`src/rtl/att_ram.sv`:
```
// Generic simple dual-port RAM with one write port and a registered read port.
`timescale 1ns / 1ps
module att_ram #(
  parameter int unsigned WIDTH = 8,
  parameter int unsigned DEPTH = 2,
  localparam int unsigned AW = (DEPTH > 1) ? $clog2(DEPTH) : 1
) (
  input  logic             clk_i,
  input  logic             we_i,
  input  logic [AW-1:0]    waddr_i,
  input  logic [WIDTH-1:0] wdata_i,
  input  logic [AW-1:0]    raddr_i,
  output logic [WIDTH-1:0] rdata_o
);

  logic [WIDTH-1:0] mem [DEPTH];
  logic [WIDTH-1:0] rdata_q;

  always_ff @(posedge clk_i) begin
    if (we_i) begin
      mem[waddr_i] <= wdata_i;
    end
    rdata_q <= mem[raddr_i];
  end

  assign rdata_o = rdata_q;

endmodule

```
`config.mk`:
```
export PLATFORM = sky130hd
export DESIGN_NAME = att_ram
export DESIGN_NICKNAME = d
export VERILOG_FILES = /design/src/rtl/att_ram.sv
export SDC_FILE = /design/constraint.sdc
export NUM_CORES = 1
export LEC_CHECK = 0
export ABC_AREA = 1
export BUFFER_PORTS_ARGS = -buffer_cell sky130_fd_sc_hd__buf_2
export CAP_MARGIN = 5
export CORE_AREA = 3 3 43 73
export DETAILED_ROUTE_END_ITERATION = 8
export DIE_AREA = 0 0 46 76
export PLACE_DENSITY_LB_ADDON = 0.05
export SYNTH_ARGS = -nofsm -noshare
export SYNTH_HDL_FRONTEND = slang
export SYNTH_SLANG_ARGS = --single-unit
```
`constraint.sdc`:
```
create_clock -name clk_i -period 1.1 [get_ports clk_i]
set_input_delay 0.11 -clock clk_i [delete_from_list [all_inputs] [get_ports clk_i]]
set_output_delay 0.11 -clock clk_i [all_outputs]
set_load 0.02 [all_outputs]
```
==> metrics.txt, run 1 <==
initial core utilization=0.2946; htree depth=1; WP buf/inv=1; share of cells above drive strength 1=0.3158; DRT Pass-1 Iters=4; global-route wire length before repair=1828 um; Post-synth EDFFs=16; final global-route overflow total=0; slew at the pin closest to its max-slew limit=0.3160 ns; CTS tree=done; initial antenna violation count=0; Max Fclk=1.205 GHz; Hold Buf Count CTS=0; post-route worst setup slack=0.2703 ns; Reg clk slew, reported paths=0.08 ns; post-synth top area share=0.6316; worst IR drop on VDD=0.8226 mV; final setup fails=0; Total Wirelength=1132 um; Rows=24; r2r endpoint=rdata_o[7]$_DFF_P_; Hold Startpoint=wdata_i[6]; residual DRC count=0; Tmin final=0.8297 ns; CP Capture Type=output port; Place WS=0.2657 ns; CP arrival=0.72 ns; Metal-1 WL=387 um; syn_nets=66; Fin Setup TNS=0 ns; Mapped Cells=54; worst-skew pair later-pin latency=0.26 ns; Yosys warning total=0; Routed wire per std cell=11.10 um; post-synth top area cell=edfxtp_1; Detail Route Antenna Nets=0; #FFs+latches synth=24; Synth cell types=7; Commonest cells post-synth=nand2_1, edfxtp_1, dfxtp_1; final hold vios=0; max-slew violations=0; delay-heaviest family, CP=flip-flops; Post-CTS Setup Bufs=0; worst hold slack=0.03341 ns; status=completed; end of the worst hold path=mem[0][6]$_DFFE_PP_; DR WL met2=633 um; Ports=20; core area=2582 um^2; initial detailed-routing violation count=7; root buffer cell=clkbuf_8; CP startpoint kind=flop; Final #Nets=90; total track usage=0.07717; Pwr per Cell Area=1807 nW/um^2; GP Congestion=0.6638; MaxCap Viol Count=0; CP max-delay cell=dfxtp_1; Vias per Instance=4.118; post-CTS sizing=0; Setup Skew=0.0003522 ns; Leakage=0.4127 nW; vias in the first global route=437; CTS Buf Count=3; Synth area leaders=edfxtp_1, dfxtp_1, nand2_1, buf_6, inv_1; input/output buffers=19; # fillers=260; r2r setup slk=0.51 ns; pin count of the biggest net entering global routing=13; clock sink total=24; CTS Buffer Depth=2; RSZ-0062 raised after global routing=no; Total Die Area=3496 um^2; worst path cell trace=buf_2; cell with the most instances after synthesis=nand2_1; Worst R2R Start=mem[0][7]$_DFFE_PP_; share of flip-flops with an asynchronous set or reset=0; max layer used=met4; hpwl dp=768.2 um; met3 wire len=91 um; synthesized area=760.7 um^2; Tcrit/Tclk final=0.7542; Hold Crit Depth=1; Critical Path Fanout Max=1; Via Count=420; Worst Path Required=0.99 ns; Crit path largest cell delay=0.31 ns; Post-synth top flop=edfxtp_1; register area share after synthesis=0.8421; critical path class=reg -> out; Reg2Reg Depth=2; DIE WIDTH=46 um; Die Span Y=76 um; Slew headroom=0.7891; synthesis-to-finish area growth=21.71%; Mean Syn Cell Area=14.09 um^2; HP Class=in -> reg; final core utilization=0.3585; Antenna diodes=0
## logic make-up after synthesis
group	synth area share
and+or+nand+nor	0.1283
buffers and inverters	0.02960
DFF	0.8421
## layer usage
metal	track usage	up-vias
li1	-	218
met4	0.05983	0
met1	0.08000	185
met3	0.03073	2
met5	0	-
met2	0.1160	15
## cell usage in the layout, fill, tap and decap left out
cell / instances
nand2_1: 25
dfxtp_1: 8
inv_2: 1
buf_2: 19
edfxtp_1: 16
clkbuf_8: 3
nor2_1: 1
inv_1: 2
buf_4: 1
## sequential cells by signal, summed over array words and instances, names as in the netlist
| name | count |
|---|---|
| rdata_o | 8 |
| mem | 16 |
## power by group
group          switching (W)  internal [W]  leakage, nW
clock network       0.000253      0.000244       0.0216
logic              0.0000861     0.0000465        0.173
registers          0.0000127       0.00103        0.218
total               0.000352       0.00132        0.413
## stage by stage
step                      std cells  power, W  instance area (um^2)
after floorplan                  54  0.001142                 760.7
after global placement           99  0.001200                 884.6
after detailed placement         99  0.001201                 884.6
after CTS                       102  0.001691                 925.9
after global routing            102  0.001763                 925.9
final                           102  0.001673                 925.9
## worst max path at each step
stage                             from             endpoint  slack (ns)  cells after the start
floorplan                         we_i  mem[0][0]$_DFFE_PP_        0.23                      2
global placement               waddr_i  mem[1][0]$_DFFE_PP_        0.27                      3
detailed placement                we_i  mem[1][0]$_DFFE_PP_        0.27                      3
CTS                 rdata_o[6]$_DFF_P_           rdata_o[6]        0.26                      1
global route        rdata_o[2]$_DFF_P_           rdata_o[2]        0.21                      1
finish              rdata_o[6]$_DFF_P_           rdata_o[6]        0.27                      1
## cell type report
type                    count  area [um^2]  area share
repair buffers             20        102.6      0.1108
well taps                  26        32.53     0.03514
clock buffers               3        41.29     0.04459
multi-input cells          26        97.59      0.1054
flip-flops and latches     24        640.6      0.6919
inverters                   3        11.26     0.01216
Note: power is estimated with default switching activity, not from simulation.
==> inputs of run 2 (changes only) <==
- clock period: 1.1 -> 0.8 ns (I/O delays scaled with it)
==> run 2 against run 1 <==
  * Count of clock-buffer cells in the layout unchanged
  * First-iteration DRC count increased by 29%
  * Non-clock buffer count increased by 7
  * Critical endpoint is now rdata_o[5]
  * Via count increased by 7.9%
  * Die area unchanged
  * Sequential power increased by 39%
  * Core utilization increased by 4.8 points
  * Largest power group unchanged
==> metrics.txt, run 2 (synthesis gave the netlist of run 1 again) <==
status=completed (unchanged); Via Count=453 (was 420); slew at the pin closest to its max-slew limit=0.1890 ns (was 0.3160 ns); DIE WIDTH=46 um (unchanged); commonest non-fill, non-tap cells in the layout=nand2_1, edfxtp_1, buf_2 (was nand2_1, buf_2, edfxtp_1); Vias per Instance=4.156 (was 4.118); Ports=20 (unchanged); final setup fails=0 (unchanged); pin count of the biggest net entering global routing=13 (unchanged); worst path cell trace=buf_6 (was buf_2); worst IR drop on VDD=1.059 mV (was 0.8226 mV); Slew headroom=0.8740 (was 0.7891); CP max-delay cell=dfxtp_2 (was dfxtp_1); initial antenna violation count=0 (unchanged); worst-skew pair later-pin latency=0.26 ns (about the same); Antenna diodes=0 (unchanged); GP Congestion=0.6072 (was 0.6638); commonest non-fill, non-tap cell in the layout=nand2_1 (unchanged); delay-heaviest family, CP=flip-flops (unchanged); CP startpoint kind=flop (unchanged); share of cells above drive strength 1=0.4217 (was 0.3158); Top reg by flops=mem (unchanged); RSZ-0062 raised after global routing=yes (was no); Total Wirelength=1193 um (was 1132 um); Rows=24 (unchanged); final global-route overflow total=0 (unchanged); CTS tree=done (unchanged); MaxCap Viol Count=0 (unchanged); Tmin final=0.7773 ns; CP arrival=0.70 ns (was 0.72 ns); input/output buffers=19 (unchanged); max-slew violations=0 (unchanged); max reg flops=16 (unchanged); DRT Pass-1 Iters=2 (was 4); CTS Buf Count=3 (unchanged); Crit path largest cell delay=0.32 ns (was 0.31 ns); Critical Path Fanout Max=1 (unchanged); Tcrit/Tclk final=0.9717; CP Capture Type=output port (unchanged); Die Span Y=76 um (unchanged); CTS Buffer Depth=2 (unchanged); HP Class=in -> reg (unchanged); final hold vios=0 (unchanged); Pwr per Cell Area=2268 nW/um^2 (was 1807 nW/um^2); core area=2582 um^2 (unchanged); total track usage=0.07755 (was 0.07717); Max Fclk=1.286 GHz; initial core utilization=0.2946 (unchanged); DP Area=909.6 um^2 (was 884.6 um^2); Reg clk slew, reported paths=0.08 ns (about the same); Worst Path Required=0.72 ns (was 0.99 ns); Post-CTS Setup Bufs=0 (unchanged); Final #Nets=97 (was 90); Place WS=0.05596 ns (was 0.2657 ns); Routed wire per std cell=10.94 um (was 11.10 um); critical path class=reg -> out (unchanged); # fillers=252 (was 260); Leakage=0.4606 nW (was 0.4127 nW); initial detailed-routing violation count=9 (was 7); clock sink total=24 (unchanged); Setup Skew=0.0005128 ns (was 0.0003522 ns); Detail Route Antenna Nets=0 (unchanged); WP buf/inv=1 (unchanged); vias in the first global route=447 (was 437); synthesis-to-finish area growth=37.99% (was 21.71%); global-route wire length before repair=1932 um (was 1828 um); root buffer cell=clkbuf_8 (unchanged); Design Area, Final=1050 um^2 (was 925.9 um^2); htree depth=1 (unchanged); Total Die Area=3496 um^2 (unchanged); residual DRC count=0 (unchanged); post-route worst setup slack=0.02267 ns (was 0.2703 ns)
==> run 2: cell types whose count changed in the layout (fill, tap and decap cells not counted) <==
cell / delta
buf_2: -8
buf_6: +8
dfxtp_1: -7
dfxtp_2: +7
dlygate4sd3_1: +4
buf_4: +3
nor2_1: -1
nor2_2: +1
==> run 2: area by class of cell <==
type / count / area [um^2] / area share
Tap cell: 26 / 32.53 / 0.03099
Multi-Input combinational cell: 26 / 100.1 / 0.09535
Clock buffer: 3 / 41.29 / 0.03933
Inverter: 3 / 11.26 / 0.01073
Timing Repair Buffer: 27 / 215.2 / 0.2050
Sequential cell: 24 / 649.4 / 0.6186
==> run 2: what timing repair did <==
action                     4_1_cts  5_1_grt
hold endpoints to repair         4        4
gates resized for setup         11       12
setup endpoints to repair        8        8
hold buffers                     2        2
==> run 2: worst paths after layout <==
path | from | to | slack [ns] | cells after the start
worst max-delay path | rdata_o[5]$_DFF_P_ | rdata_o[5] | 0.02 | 1
worst min-delay path | wdata_i[0] | mem[1][0]$_DFFE_PP_ | 0.01 | 1
worst max register to register | mem[1][0]$_DFFE_PP_ | rdata_o[0]$_DFF_P_ | 0.20 | 2
worst min register to register | mem[0][2]$_DFFE_PP_ | rdata_o[2]$_DFF_P_ | 0.44 | 2
==> run 2: layer usage <==
metal	global-route usage	vias to the layer above	part of all wire
met1	0.09509	205	0.45
li1	-	232	-
met2	0.1133	14	0.48
met5	0	-	0
met4	0.05128	0	0.012
met3	0.02128	2	0.062
==> run 2: through the flow <==
step	instances	power (W)	hold WS [ns]	TNS [ns]	util
floorplan	54	0.001571	0.1789	0	-
global placement	102	0.001663	0.2732	0	0.3522
detailed placement	102	0.001666	0.2735	0	0.3522
CTS	107	0.002400	0.0001484	0	0.3881
global route	109	0.002508	0.005537	-0.04563	0.4065
finish	109	0.002381	0.009702	0	0.4065
==> run 2: report_power, final <==
part	leakage (nW)	switching [W]	internal (W)
Clock	0.0216	0.000343	0.000336
Combinational	0.221	0.000123	0.000128
Sequential	0.218	0.0000271	0.00142
==> inputs of run 3 (changes only) <==
- CELL_PAD_IN_SITES_DETAIL_PLACEMENT: unset -> 1
- CELL_PAD_IN_SITES_GLOBAL_PLACEMENT: unset -> 1
==> run 3 against run 2 <==
  * Combinational power decreased by 6%
  * Clock power increased by 1%
  * Sequential share of layout area increased by 2.2 points
  * Via count increased by 1.1%
  * Register-to-register slack about the same
  * Maximum frequency decreased by 0.41%
  * Flip-flop and latch count unchanged
  * Total power decreased by 0.23%
  * Hold slack got worse by 0.0016 ns
  * Clock skew increased by 0.0012 ns
  * Largest power group unchanged
==> metrics.txt, run 3 (synthesis gave the netlist of run 1 again) <==
final global-route overflow total=0 (unchanged); input/output buffers=19 (unchanged); Antenna diodes=0 (unchanged); vias in the first global route=478 (was 447); hpwl dp=888.4 um; Tcrit/Tclk final=0.9757 (was 0.9717); initial core utilization=0.2946 (unchanged); share of cells above drive strength 1=0.3974 (was 0.4217); RSZ-0062 raised after global routing=yes (unchanged); Worst R2R Start=mem[0][7]$_DFFE_PP_ (was mem[1][0]$_DFFE_PP_); htree depth=1 (unchanged); Critical Path Fanout Max=1 (unchanged); Total Die Area=3496 um^2 (unchanged); Setup Skew=0.001691 ns (was 0.0005128 ns); Max Fclk=1.281 GHz (was 1.286 GHz); Vias per Instance=4.404 (was 4.156); clock sink total=24 (unchanged); worst hold slack=0.008122 ns (was 0.009702 ns); DRT Pass-1 Iters=2 (unchanged); CTS Buf Count=3 (unchanged); Rows=24 (unchanged); GP Congestion=0.6534 (was 0.6072); total track usage=0.07657 (was 0.07755); final hold vios=0 (unchanged); Worst Path Required=0.72 ns (about the same); commonest non-fill, non-tap cells in the layout=nand2_1, edfxtp_1, buf_2 (unchanged); CTS Buffer Depth=2 (unchanged); r2r setup slk=0.19 ns (was 0.20 ns); r2r endpoint=rdata_o[7]$_DFF_P_ (was rdata_o[0]$_DFF_P_); CP arrival=0.70 ns (about the same); Reg clk slew, reported paths=0.08 ns (about the same); Crit path largest cell delay=0.33 ns (was 0.32 ns); core area=2582 um^2 (unchanged); area of the multi-input gates=100.1 um^2 (unchanged); WP buf/inv=1 (unchanged); final setup fails=0 (unchanged); Slew headroom=0.7867 (was 0.8740); pin count of the biggest net entering global routing=14 (was 13); residual DRC count=0 (unchanged); Tmin final=0.7806 ns (was 0.7773 ns); worst-skew pair later-pin latency=0.25 ns (was 0.26 ns); CP Capture Type=output port (unchanged); final core utilization=0.3920 (was 0.4065); critical path class=reg -> out (unchanged); DIE WIDTH=46 um (unchanged); Routed wire per std cell=11.05 um (was 10.94 um); Fin Setup TNS=0 ns (unchanged); Reg2Reg Depth=2 (unchanged); commonest non-fill, non-tap cell in the layout=nand2_1 (unchanged); initial detailed-routing violation count=4 (was 9); CP startpoint kind=flop (unchanged); end of the worst hold path=mem[0][2]$_DFFE_PP_ (was mem[1][0]$_DFFE_PP_); max-slew violations=0 (unchanged); root buffer cell=clkbuf_8 (unchanged); Leakage=0.4378 nW (was 0.4606 nW); Critical Path Start=rdata_o[7]$_DFF_P_ (was rdata_o[5]$_DFF_P_); Hold Crit Depth=1 (unchanged); CTS tree=done (unchanged); Final #Nets=91 (was 97); CP max-delay cell=dfxtp_1 (was dfxtp_2); delay-heaviest family, CP=flip-flops (unchanged); Post-CTS Setup Bufs=0 (unchanged); initial antenna violation count=0 (unchanged); worst path cell trace=buf_6 (unchanged); global-route wire length before repair=2056 um (was 1932 um); slew at the pin closest to its max-slew limit=0.3196 ns (was 0.1890 ns); # fillers=277 (was 252); HP Class=in -> reg (unchanged); Pwr per Cell Area=2347 nW/um^2 (was 2268 nW/um^2); max reg flops=16 (unchanged); Die Span Y=76 um (unchanged); Ports=20 (unchanged); worst IR drop on VDD=1.269 mV (was 1.059 mV); status=completed (unchanged); MaxCap Viol Count=0 (unchanged); Hold Startpoint=wdata_i[2] (was wdata_i[0]); Top reg by flops=mem (unchanged); Total Wirelength=1149 um (was 1193 um); Overall Power=0.002375 W (was 0.002381 W); Detail Route Antenna Nets=0 (unchanged); synthesis-to-finish area growth=33.06% (was 37.99%); Via Count=458 (was 453); register area=648.1 um^2 (was 649.4 um^2)
==> run 3: report_power, final <==
group / switching (W) / internal (W) / total (W)
logic: 0.000121 / 0.000115 / 0.000236
clock network: 0.000345 / 0.000342 / 0.000687
registers: 0.0000284 / 0.00142 / 0.00145
total: 0.000494 / 0.00188 / 0.00238
==> run 3: per-stage QoR <==
step,setup slack (ns),cells,cell area [um^2]
final,0.01945,104,1012
after global routing,-0.01075,104,1012
after CTS,0.0001417,103,957.2
after detailed placement,-0.02412,99,899.6
after global placement,0.007019,99,899.6
after floorplan,0.1127,54,763.2
==> run 3: layout make-up <==
cell class / instances / share of cell area
inverter: 3 / 0.01112
multi-input combinational: 26 / 0.09889
timing repair buffer: 21 / 0.1731
tap: 26 / 0.03214
clock inverter: 1 / 0.003708
sequential: 24 / 0.6403
clock buffer: 3 / 0.04079
==> run 3: how the worst max path moves through the flow <==
stage | cells after the start | to
floorplan | 2 | mem[0][0]$_DFFE_PP_
global placement | 3 | mem[1][0]$_DFFE_PP_
detailed placement | 3 | mem[1][0]$_DFFE_PP_
CTS | 1 | rdata_o[3]
global route | 1 | rdata_o[7]
finish | 1 | rdata_o[7]
==> run 3: layer usage <==
metal	part of all wire	routed length [um]	vias to the layer above	track usage
li1	-	-	223	-
met1	0.40	465	210	0.09480
met2	0.50	580	21	0.1188
met5	0	0	-	0
met3	0.075	86	4	0.02128
met4	0.014	16	0	0.03419
==> run 3: timing repair <==
item,in CTS,in global routing
setup endpoints to repair,5,8
endpoints found under the hold margin,0,2
resized for setup,5,17
hold buffers,0,1
